`src/hw/rtl/msb_pkg.sv`:
```
`timescale 1ns / 1ps
// ----------------------------------------------------------------------------
// Shared stack buffer package
// Field widths, operation and status codes, controller states and the
// command/status bundles between controller and datapath.
// ----------------------------------------------------------------------------
package msb_pkg;

  localparam int unsigned INDEX_W  = 2;
  localparam int unsigned VALUE_W  = 32;
  localparam int unsigned STATUS_W = 2;

  localparam logic signed [VALUE_W-1:0] POP_EMPTY_VALUE = -32'sd1;
  localparam logic signed [VALUE_W-1:0] PUSH_VALUE_OUT  = 32'sd0;

  typedef enum logic {
    OP_PUSH = 1'b0,
    OP_POP  = 1'b1
  } op_e;

  typedef enum logic [STATUS_W-1:0] {
    ST_DONE  = 2'd0,
    ST_FULL  = 2'd1,
    ST_EMPTY = 2'd2
  } status_e;

  typedef enum logic [1:0] {
    CS_IDLE,
    CS_LOOKUP,
    CS_POP
  } ctrl_state_e;

  // Controller to datapath
  typedef struct packed {
    logic capture;      // latch the item, read stack top and free-list link
    logic finish_look;  // commit a push or report a refusal
    logic pop_read;     // read link and data at the top slot
    logic finish_pop;   // unlink the top slot and report its value
  } cmd_t;

  // Datapath to controller
  typedef struct packed {
    logic is_pop;
    logic refuse;
    logic out_free;
  } sts_t;

endpackage

```
`src/hw/rtl/msb_if.sv`:
```
`timescale 1ns / 1ps
// ----------------------------------------------------------------------------
// Shared stack buffer channels
// Request channel (push/pop item) and response channel (status and value).
// ----------------------------------------------------------------------------
interface msb_req_if;
  import msb_pkg::*;

  logic                      valid;
  logic                      ready;
  logic                      operation;
  logic [INDEX_W-1:0]        stack_index;
  logic signed [VALUE_W-1:0] push_value;

  modport source (output valid, operation, stack_index, push_value, input ready);
  modport sink   (input valid, operation, stack_index, push_value, output ready);
endinterface

interface msb_rsp_if;
  import msb_pkg::*;

  logic                      valid;
  logic                      ready;
  logic [STATUS_W-1:0]       status;
  logic signed [VALUE_W-1:0] pop_value;

  modport source (output valid, status, pop_value, input ready);
  modport sink   (input valid, status, pop_value, output ready);
endinterface

```
`src/hw/rtl/multi_stack_shared_buffer_core.sv`:
```
`timescale 1ns / 1ps
// ----------------------------------------------------------------------------
// Multi-stack shared buffer core
// NUM_STACKS LIFO stacks kept in one store of DEPTH slots with a free list.
// ----------------------------------------------------------------------------
// Each request item pushes a value onto, or pops one from, a stack selected
// by stack_index; each item yields exactly one response item. A push takes
// the slot at the head of the free list, stores the value and links the slot
// under the stack's old top; with no free slot (or a stack number at or above
// NUM_STACKS) it answers status 1 and changes nothing. A pop returns the top
// value and hands the slot back to the free-list head; an empty stack answers
// status 2 with value -1. A push, and a refused pop, pass through accept,
// then top/link lookup and commit or refusal; a pop that succeeds passes
// through accept, lookup, then a read of the slot's link and data before
// commit, as the link, data and stack-top stores have registered reads.
// A new item is accepted while a response still waits; the
// item then holds in its last step until the response register drains. Link
// store entries that were never used read as "next slot" through a fill
// count, so no clearing pass runs after reset: the block is ready at once.
// ----------------------------------------------------------------------------
module multi_stack_shared_buffer_core #(
  parameter int unsigned NUM_STACKS = 4,
  parameter int unsigned DEPTH      = 64
) (
  input  logic      clk_i,
  input  logic      rst_ni,
  msb_req_if.sink   in_i,
  msb_rsp_if.source out_o
);
  import msb_pkg::*;

  cmd_t cmd;
  sts_t sts;

  // Sequence each item: accept, lookup, optional pop read
  msb_ctrl u_ctrl (
    .clk_i      (clk_i),
    .rst_ni     (rst_ni),
    .in_valid_i (in_i.valid),
    .in_ready_o (in_i.ready),
    .sts_i      (sts),
    .cmd_o      (cmd)
  );

  // Hold the stores, free list and response register
  msb_datapath #(
    .NUM_STACKS (NUM_STACKS),
    .DEPTH      (DEPTH)
  ) u_datapath (
    .clk_i            (clk_i),
    .rst_ni           (rst_ni),
    .cmd_i            (cmd),
    .sts_o            (sts),
    .in_operation_i   (in_i.operation),
    .in_stack_index_i (in_i.stack_index),
    .in_push_value_i  (in_i.push_value),
    .out_valid_o      (out_o.valid),
    .out_ready_i      (out_o.ready),
    .out_status_o     (out_o.status),
    .out_pop_value_o  (out_o.pop_value)
  );

endmodule

```
`src/hw/rtl/msb_ram.sv`:
```
`timescale 1ns / 1ps
// ----------------------------------------------------------------------------
// Generic RAM
// One write port, one read port, registered read data.
// ----------------------------------------------------------------------------
module msb_ram #(
  parameter int unsigned WIDTH = 32,
  parameter int unsigned DEPTH = 64,
  parameter int unsigned AW    = (DEPTH > 1) ? $clog2(DEPTH) : 1
) (
  input  logic             clk_i,
  input  logic             we_i,
  input  logic [AW-1:0]    waddr_i,
  input  logic [WIDTH-1:0] wdata_i,
  input  logic             re_i,
  input  logic [AW-1:0]    raddr_i,
  output logic [WIDTH-1:0] rdata_o
);

  logic [WIDTH-1:0] mem_q [DEPTH];
  logic [WIDTH-1:0] rdata_q;

  always_ff @(posedge clk_i) begin
    if (we_i) begin
      mem_q[waddr_i] <= wdata_i;
    end
    if (re_i) begin
      rdata_q <= mem_q[raddr_i];
    end
  end

  assign rdata_o = rdata_q;

endmodule

```
`src/hw/rtl/msb_ctrl.sv`:
```
`timescale 1ns / 1ps
// ----------------------------------------------------------------------------
// Shared stack buffer controller
// Sequences one item through lookup and, for a pop, the slot read.
// ----------------------------------------------------------------------------
module msb_ctrl (
  input  logic          clk_i,
  input  logic          rst_ni,
  input  logic          in_valid_i,
  output logic          in_ready_o,
  input  msb_pkg::sts_t sts_i,
  output msb_pkg::cmd_t cmd_o
);
  import msb_pkg::*;

  ctrl_state_e state_q, state_d;

  always_ff @(posedge clk_i or negedge rst_ni) begin
    if (!rst_ni) begin
      state_q <= CS_IDLE;
    end else begin
      state_q <= state_d;
    end
  end

  always_comb begin
    state_d = state_q;
    unique case (state_q)
      CS_IDLE: begin
        if (in_valid_i) state_d = CS_LOOKUP;
      end
      CS_LOOKUP: begin
        if (sts_i.is_pop && !sts_i.refuse) begin
          state_d = CS_POP;
        end else if (sts_i.out_free) begin
          state_d = CS_IDLE;
        end
      end
      CS_POP: begin
        if (sts_i.out_free) state_d = CS_IDLE;
      end
      default: state_d = CS_IDLE;
    endcase
  end

  always_comb begin
    in_ready_o = 1'b0;
    cmd_o      = '0;
    unique case (state_q)
      CS_IDLE: begin
        in_ready_o    = 1'b1;
        cmd_o.capture = in_valid_i;
      end
      CS_LOOKUP: begin
        if (sts_i.is_pop && !sts_i.refuse) begin
          cmd_o.pop_read = 1'b1;
        end else begin
          cmd_o.finish_look = sts_i.out_free;
        end
      end
      CS_POP: begin
        cmd_o.finish_pop = sts_i.out_free;
      end
      default: begin
        in_ready_o = 1'b0;
      end
    endcase
  end

endmodule

```
`src/hw/rtl/msb_datapath.sv`:
```
`timescale 1ns / 1ps
// ----------------------------------------------------------------------------
// Shared stack buffer datapath
// Data, link and stack-top stores, free-list head, fill count, result register.
// ----------------------------------------------------------------------------
module msb_datapath #(
  parameter int unsigned NUM_STACKS = 4,
  parameter int unsigned DEPTH      = 64
) (
  input  logic                               clk_i,
  input  logic                               rst_ni,
  input  msb_pkg::cmd_t                      cmd_i,
  output msb_pkg::sts_t                      sts_o,
  input  logic                               in_operation_i,
  input  logic [msb_pkg::INDEX_W-1:0]        in_stack_index_i,
  input  logic signed [msb_pkg::VALUE_W-1:0] in_push_value_i,
  output logic                               out_valid_o,
  input  logic                               out_ready_i,
  output logic [msb_pkg::STATUS_W-1:0]       out_status_o,
  output logic signed [msb_pkg::VALUE_W-1:0] out_pop_value_o
);
  import msb_pkg::*;

  localparam int unsigned SLOT_AW = (DEPTH > 1) ? $clog2(DEPTH) : 1;
  localparam int unsigned SLOT_W  = SLOT_AW + 1;
  localparam int unsigned TOP_AW  = (NUM_STACKS > 1) ? $clog2(NUM_STACKS) : 1;

  typedef logic [SLOT_W-1:0] slot_t;

  localparam slot_t SLOT_NONE  = '1;
  localparam slot_t SLOT_LIMIT = SLOT_W'(DEPTH);

  // Item registers
  op_e                 op_q;
  logic [TOP_AW-1:0]   sidx_q;
  logic                sidx_ok_q;
  logic [VALUE_W-1:0]  val_q;
  logic                top_hit_q;
  logic                link_fresh_q;
  slot_t               pop_slot_q;

  // Control state
  slot_t               fh_q, fh_d;
  slot_t               hw_q, hw_d;
  logic [NUM_STACKS-1:0] top_vld_q, top_vld_d;
  logic                out_valid_q, out_valid_d;
  logic [STATUS_W-1:0] out_status_q, out_status_d;
  logic [VALUE_W-1:0]  out_value_q, out_value_d;

  // Store ports
  logic                data_we, data_re;
  logic [SLOT_AW-1:0]  data_waddr, data_raddr;
  logic [VALUE_W-1:0]  data_rdata;
  logic                link_we, link_re;
  logic [SLOT_AW-1:0]  link_waddr, link_raddr;
  slot_t               link_wdata, link_rdata;
  logic                tops_we, tops_re;
  logic [TOP_AW-1:0]   tops_raddr;
  slot_t               tops_wdata, tops_rdata;

  logic [TOP_AW-1:0]   in_sidx;
  logic                in_sidx_ok;
  logic                fh_ok, top_ok, fh_fresh;
  slot_t               top_eff, fh_plus, fh_seq;

  assign in_sidx    = TOP_AW'(in_stack_index_i);
  assign in_sidx_ok = (32'(in_stack_index_i) < NUM_STACKS);

  assign fh_ok    = (fh_q < SLOT_LIMIT);
  assign fh_fresh = (fh_q >= hw_q);
  assign fh_plus  = fh_q + slot_t'(1);
  assign fh_seq   = (fh_plus < SLOT_LIMIT) ? fh_plus : SLOT_NONE;
  assign top_eff  = top_hit_q ? tops_rdata : SLOT_NONE;
  assign top_ok   = (top_eff < SLOT_LIMIT);

  assign sts_o.is_pop   = (op_q == OP_POP);
  assign sts_o.refuse   = !sidx_ok_q || ((op_q == OP_POP) ? !top_ok : !fh_ok);
  assign sts_o.out_free = !out_valid_q || out_ready_i;

  // Read side: top and head link at capture, slot link and data at pop read
  always_comb begin
    tops_re    = cmd_i.capture && in_sidx_ok;
    tops_raddr = in_sidx;
    link_re    = 1'b0;
    link_raddr = fh_q[SLOT_AW-1:0];
    data_re    = cmd_i.pop_read;
    data_raddr = top_eff[SLOT_AW-1:0];
    if (cmd_i.capture) begin
      link_re = (op_e'(in_operation_i) == OP_PUSH) && fh_ok && !fh_fresh;
    end else if (cmd_i.pop_read) begin
      link_re    = 1'b1;
      link_raddr = top_eff[SLOT_AW-1:0];
    end
  end

  // Write side and state update
  always_comb begin
    data_we      = 1'b0;
    data_waddr   = fh_q[SLOT_AW-1:0];
    link_we      = 1'b0;
    link_waddr   = fh_q[SLOT_AW-1:0];
    link_wdata   = top_eff;
    tops_we      = 1'b0;
    tops_wdata   = fh_q;
    fh_d         = fh_q;
    hw_d         = hw_q;
    top_vld_d    = top_vld_q;
    out_valid_d  = out_valid_q && !out_ready_i;
    out_status_d = out_status_q;
    out_value_d  = out_value_q;

    if (cmd_i.finish_look) begin
      out_valid_d = 1'b1;
      if (op_q == OP_POP) begin
        // only a refused pop lands here
        out_status_d = ST_EMPTY;
        out_value_d  = POP_EMPTY_VALUE;
      end else begin
        out_value_d = PUSH_VALUE_OUT;
        if (sts_o.refuse) begin
          out_status_d = ST_FULL;
        end else begin
          out_status_d      = ST_DONE;
          data_we           = 1'b1;
          link_we           = 1'b1;
          tops_we           = 1'b1;
          top_vld_d[sidx_q] = 1'b1;
          if (link_fresh_q) begin
            fh_d = fh_seq;
            hw_d = fh_plus;
          end else begin
            fh_d = link_rdata;
          end
        end
      end
    end

    if (cmd_i.finish_pop) begin
      out_valid_d  = 1'b1;
      out_status_d = ST_DONE;
      out_value_d  = data_rdata;
      tops_we      = 1'b1;
      tops_wdata   = link_rdata;
      link_we      = 1'b1;
      link_waddr   = pop_slot_q[SLOT_AW-1:0];
      link_wdata   = fh_q;
      fh_d         = pop_slot_q;
    end
  end

  always_ff @(posedge clk_i or negedge rst_ni) begin
    if (!rst_ni) begin
      fh_q        <= '0;
      hw_q        <= '0;
      top_vld_q   <= '0;
      out_valid_q <= 1'b0;
    end else begin
      fh_q        <= fh_d;
      hw_q        <= hw_d;
      top_vld_q   <= top_vld_d;
      out_valid_q <= out_valid_d;
    end
  end

  always_ff @(posedge clk_i) begin
    if (cmd_i.capture) begin
      op_q         <= op_e'(in_operation_i);
      sidx_q       <= in_sidx;
      sidx_ok_q    <= in_sidx_ok;
      val_q        <= in_push_value_i;
      top_hit_q    <= in_sidx_ok && top_vld_q[in_sidx];
      link_fresh_q <= fh_fresh;
    end
    if (cmd_i.pop_read) begin
      pop_slot_q <= top_eff;
    end
    out_status_q <= out_status_d;
    out_value_q  <= out_value_d;
  end

  msb_ram #(
    .WIDTH (VALUE_W),
    .DEPTH (DEPTH)
  ) u_data_ram (
    .clk_i   (clk_i),
    .we_i    (data_we),
    .waddr_i (data_waddr),
    .wdata_i (val_q),
    .re_i    (data_re),
    .raddr_i (data_raddr),
    .rdata_o (data_rdata)
  );

  msb_ram #(
    .WIDTH (SLOT_W),
    .DEPTH (DEPTH)
  ) u_link_ram (
    .clk_i   (clk_i),
    .we_i    (link_we),
    .waddr_i (link_waddr),
    .wdata_i (link_wdata),
    .re_i    (link_re),
    .raddr_i (link_raddr),
    .rdata_o (link_rdata)
  );

  msb_ram #(
    .WIDTH (SLOT_W),
    .DEPTH (NUM_STACKS)
  ) u_tops_ram (
    .clk_i   (clk_i),
    .we_i    (tops_we),
    .waddr_i (sidx_q),
    .wdata_i (tops_wdata),
    .re_i    (tops_re),
    .raddr_i (tops_raddr),
    .rdata_o (tops_rdata)
  );

  assign out_valid_o     = out_valid_q;
  assign out_status_o    = out_status_q;
  assign out_pop_value_o = out_value_q;

endmodule
```
`src/flat_wrapper.sv`:
```
// flat-port wrapper written by rule: the top's interface ports become plain ports
module multi_stack_shared_buffer_core_flat import msb_pkg::*;
#(
  parameter int unsigned NUM_STACKS = 4,
  parameter int unsigned DEPTH      = 64
)
  (clk_i, rst_ni, in_i_valid, in_i_operation, in_i_stack_index, in_i_push_value, in_i_ready, out_o_valid, out_o_status, out_o_pop_value, out_o_ready);
  msb_req_if in_i_i ();
  msb_rsp_if out_o_i ();
  input  logic clk_i;
  input  logic rst_ni;
  input wire logic [$bits(in_i_i.valid)-1:0] in_i_valid;
  input wire logic [$bits(in_i_i.operation)-1:0] in_i_operation;
  input wire logic [$bits(in_i_i.stack_index)-1:0] in_i_stack_index;
  input wire logic [$bits(in_i_i.push_value)-1:0] in_i_push_value;
  output wire logic [$bits(in_i_i.ready)-1:0] in_i_ready;
  output wire logic [$bits(out_o_i.valid)-1:0] out_o_valid;
  output wire logic [$bits(out_o_i.status)-1:0] out_o_status;
  output wire logic [$bits(out_o_i.pop_value)-1:0] out_o_pop_value;
  input wire logic [$bits(out_o_i.ready)-1:0] out_o_ready;
  assign in_i_i.valid = in_i_valid;
  assign in_i_i.operation = in_i_operation;
  assign in_i_i.stack_index = in_i_stack_index;
  assign in_i_i.push_value = in_i_push_value;
  assign in_i_ready = in_i_i.ready;
  assign out_o_valid = out_o_i.valid;
  assign out_o_status = out_o_i.status;
  assign out_o_pop_value = out_o_i.pop_value;
  assign out_o_i.ready = out_o_ready;
  multi_stack_shared_buffer_core #(.NUM_STACKS(NUM_STACKS), .DEPTH(DEPTH)) u_core (.clk_i(clk_i), .rst_ni(rst_ni), .in_i(in_i_i), .out_o(out_o_i));
endmodule
```
`config.mk`:
```
export PLATFORM = sky130hd
export DESIGN_NAME = multi_stack_shared_buffer_core_flat
export DESIGN_NICKNAME = d
export VERILOG_FILES = /design/src/hw/rtl/msb_pkg.sv /design/src/hw/rtl/msb_if.sv /design/src/hw/rtl/multi_stack_shared_buffer_core.sv /design/src/hw/rtl/msb_ram.sv /design/src/hw/rtl/msb_ctrl.sv /design/src/hw/rtl/msb_datapath.sv /design/src/flat_wrapper.sv
export SDC_FILE = /design/constraint.sdc
export NUM_CORES = 2
export LEC_CHECK = 0
export BUFFER_PORTS_ARGS = -buffer_cell sky130_fd_sc_hd__buf_2
export CAP_MARGIN = 20
export CORE_UTILIZATION = 30
export DETAILED_ROUTE_END_ITERATION = 8
export PLACE_DENSITY_LB_ADDON = 0.05
export SYNTH_ARGS = -nofsm -noshare
export SYNTH_HDL_FRONTEND = slang
export SYNTH_SLANG_ARGS = --single-unit
export TNS_END_PERCENT = 20
```
`constraint.sdc`:
```
create_clock -name clk_i -period 5.25 [get_ports clk_i]
set_input_delay 0.525 -clock clk_i [delete_from_list [all_inputs] [get_ports clk_i]]
set_output_delay 0.525 -clock clk_i [all_outputs]
set_load 0.05 [all_outputs]
```
==> results.md <==
* Area of the die at 0.346 mm^2
* Switch share at 0.299
* Max Cap Viol at 0
* Area share of fa/ha/maj cells after synthesis at 0.000970
* CTS tree: yes
* Largest family of logic cells by synthesized area: multiplexers
* Vias in the first global route at 56.3k
* Worst reg2reg path depth at 9
* Final Hold Viols at 0
* Routed WL per cell at 32.5 um
* P&R area growth vs syn at 17.9%
* Post-DP HPWL at 190000 um
* CP startpoint: u_core.u_datapath.u_tops_ram.rdata_o[0]$_DFFE_PP_
* Ys flop type: edfxtp_1
* Wire length on met3 at 12700 um
* Cell-internal power at 40300 uW
* Area contributors post-synth: edfxtp_1 77%, mux4_2 12%, nand2_1 3.1%
* # port buffers at 74
* DRC at 0
* Core region area at 0.341 mm^2
* Unique cell type count in the Yosys netlist at 60
* Endpoint type of the worst setup path: register
* Count leader, synth: edfxtp_1
* Final clock skew at 42.5 ps
* Sequential share of the synthesized area at 0.776
* CP Data Arrival Time at 5050 ps
* Synth area leader: edfxtp_1
* Slew HR at 0.206
* Simple-gate portion of the synthesized area at 0.0546
* Synth warn at 0
* Die Wd at 588 um
* Top cell type's share of synthesized area at 0.770
* Netlist Area Pre-Place at 0.103 mm^2
* Clock Sinks at 2669
* Asr flop ratio synth at 0.00787
* CP Capture Point: u_core.u_datapath.u_data_ram.rdata_o[4]$_DFFE_PN_
* Slew @ Worst Pin at 1180 ps
* P_leak at 0.0387 uW
* 1st-iter DRT viols at 4778
* Crit-path cells: nor2b_4, buf_12, buf_12, mux4_2, nand2_1, and3_1, a311oi_1, a311oi_1, a21oi_1
* Outcome: completed
* Critical-path top delay cell: a311oi_1
* Comb pwr share at 0.201
* FF+latch count, synth at 2669
* Mean Syn Cell Area at 19.0 um^2
* Post-CTS Setup Bufs at 0
* CP Max Fanout at 59
* Root Driver: clkbuf_16
* Routed wl met2 at 175000 um
* Syn Inst Count at 5439
* Clock Tree Buf Depth at 4
* Compound-Gate Fraction of Synth Area at 0.0310
* Mux share of post-synthesis cell area at 0.123
* Clock latency on the worst-skew pair at 920 ps
* Vias/cell at 5.04
* Top layer in use: met4
* Class of the most critical setup path: reg2reg
* Total global routing overflow at 0
* Post-synth top cells: 2646 x edfxtp_1, 853 x nand2_1, 531 x mux4_2
* Startpoint class of the critical path: register
* Hold Crit Class: in2async
* Post-route setup slack at 758 ps
* Post-place setup slack at 602 ps
* Maximum clock frequency at 223 MHz
* Psw at 17200 uW
* Share of cells above drive strength 1 at 0.234
* Post-cts resize count at 0
* CTS H-tree lvls at 5
* Post-Synth XOR/XNOR Area at 0.000424
* Pre-antenna DRT Iters at 5
* Power Dens Cells at 472 mW/mm^2
* Die Ht at 588 um
* Clock power share at 0.368
* Maximum VDD drop at 0.320 mV
* RSZ-0062 raised after global routing: no
* DR vias at 53.6k
* Number of flops mapped to enable cells by yosys at 2646
* Syn nets at 5486
* Pin count of the biggest net entering global routing at 102
* Setup tns final at 0 ps
* Crit path time final at 4490 ps
* Reg2reg setup slack at 760 ps
* Initial antenna violation count at 29
* Placement row count at 214
* GRT Overall Usage at 0.197
* Global-route wire length before repair at 476000 um
* Slew Limit Fails at 0
* IO Pins at 75
* Sequential share of power at 0.431
* Starting density of the core at 0.302
* R2r endpoint: u_core.u_datapath.u_data_ram.rdata_o[4]$_DFFE_PN_
* CP peak stage delay at 940 ps
* M1 wire length at 150000 um
* Setup-failing EPs final at 0
* Worst Path Required at 5800 ps
* Reg2reg start: u_core.u_datapath.u_tops_ram.rdata_o[0]$_DFFE_PP_
* Period utilisation layout at 0.856
* Fillcell total at 31.9k
* GPL Wtd Cong at 0.768
* Total detailed-routing wirelength at 346000 um
* TritonCTS Buffers at 318
* Nets at 5888
* Clk slew on worst S/H paths at 60 ps
* Antenna-violating nets left at 0
## final cells by class
type	instances	area [um^2]	area share
antenna	6	15.0	0.000123
timing repair buffer	405	3630	0.0299
multi-input combinational	2431	22400	0.184
clock inverter	156	1150	0.00942
sequential	2669	80000	0.658
inverter	16	87.6	0.000720
tap	4536	5680	0.0467
clock buffer	413	8660	0.0712
## metrics by stage
step | area (um^2) | std cells | hold slack, ps | util | total power (uW)
final | 122000 | 10632 | 242 | 0.356 | 57400
after global routing | 122000 | 10627 | 260 | 0.356 | 59600
after CTS | 122000 | 10626 | 195 | 0.356 | 58400
after detailed placement | 111000 | 10020 | 464 | 0.327 | 37000
after global placement | 111000 | 10014 | 460 | 0.326 | 37000
after floorplan | 103000 | 5439 | 229 | - | 31400
## worst max-delay path: cells and delay by family, from the launching register on
family                 cells  cell delay (ps)
AO/OA/AOI/OAI              3             1230
buffers and inverters      2              920
flip-flops                 1              660
AND/OR/NAND/NOR            3              640
multiplexers               1              580
## metal layers
layer	track usage	vias to the layer above
met2	0.345	1265
met1	0.264	29223
met3	0.0197	419
li1	-	22703
met5	0	-
met4	0.0462	0
## state kept, by name, indices dropped and copies added (netlist names)
register                              cells
u_core.u_datapath.out_valid_o             1
u_core.u_datapath.u_link_ram.rdata_o      7
u_core.u_datapath.u_tops_ram.mem_q       28
u_core.u_datapath.link_fresh_q            1
u_core.u_datapath.hw_q                    7
u_core.u_datapath.sidx_q                  2
u_core.u_datapath.fh_q                    7
u_core.u_datapath.top_hit_q               1
u_core.u_datapath.u_tops_ram.rdata_o      7
u_core.u_datapath.u_data_ram.rdata_o     32
u_core.u_ctrl.state_q                     2
u_core.u_datapath.val_q                  32
u_core.u_datapath.u_data_ram.mem_q     2048
u_core.u_datapath.out_pop_value_o        32
u_core.u_datapath.u_link_ram.mem_q      448
u_core.u_datapath.out_status_o            2
u_core.u_datapath.pop_slot_q              7
u_core.u_datapath.op_q                    1
u_core.u_datapath.top_vld_q               4
## power groups by stage
stage / Combinational [uW] / Clock [uW] / Sequential, uW
after global placement: 11800 / 0 / 25200
after CTS: 11900 / 21800 / 24700
after detailed placement: 11800 / 0 / 25200
after global routing: 12300 / 22500 / 24800
final: 11500 / 21200 / 24700
after floorplan: 5790 / 0 / 25600
## kinds of logic after synthesis
| kind of cell | after synthesis |
|---|---|
| simple gates | 1346 |
| fa+ha+maj | 8 |
| mux | 604 |
| flops | 2669 |
| xor+xnor | 5 |
| compound gates | 468 |
| buf+inv | 339 |
## cell usage in the layout, fill, tap and decap left out, types with 41 or more instances in the layout
master / n
clkinv_1: 85
and3_1: 67
buf_4: 237
mux2i_1: 70
a21o_1: 41
buf_12: 52
clkinv_2: 42
buf_2: 77
clkbuf_1: 76
nor2_1: 111
edfxtp_1: 2646
a311oi_1: 87
nand3_1: 177
mux4_2: 531
nor2_4: 62
clkbuf_16: 332
a31oi_1: 73
a21oi_1: 130
nand2_1: 850
## timing repair
action	in CTS	in global routing
endpoints found under the hold margin	57	0
endpoints found under the setup margin	0	0
hold buffers	37	0
## worst min path at each step
stage                                               startpoint                                          to  slack, ps  cells past startpoint
global route                                            rst_ni  u_core.u_datapath.top_vld_q[3]$_DFFE_PN0P_        260                      2
finish                                                  rst_ni       u_core.u_datapath.hw_q[3]$_DFFE_PN0P_        240                      2
floorplan                                               rst_ni        u_core.u_ctrl.state_q[0]$_DFFE_PN0P_        230                      0
CTS                                                     rst_ni       u_core.u_datapath.hw_q[3]$_DFFE_PN0P_        200                      2
detailed placement  u_core.u_datapath.top_vld_q[1]$_DFFE_PN0P_  u_core.u_datapath.top_vld_q[1]$_DFFE_PN0P_        460                      1
global placement    u_core.u_datapath.top_vld_q[1]$_DFFE_PN0P_  u_core.u_datapath.top_vld_q[1]$_DFFE_PN0P_        460                      1
Power figures use the tool's default switching activity.
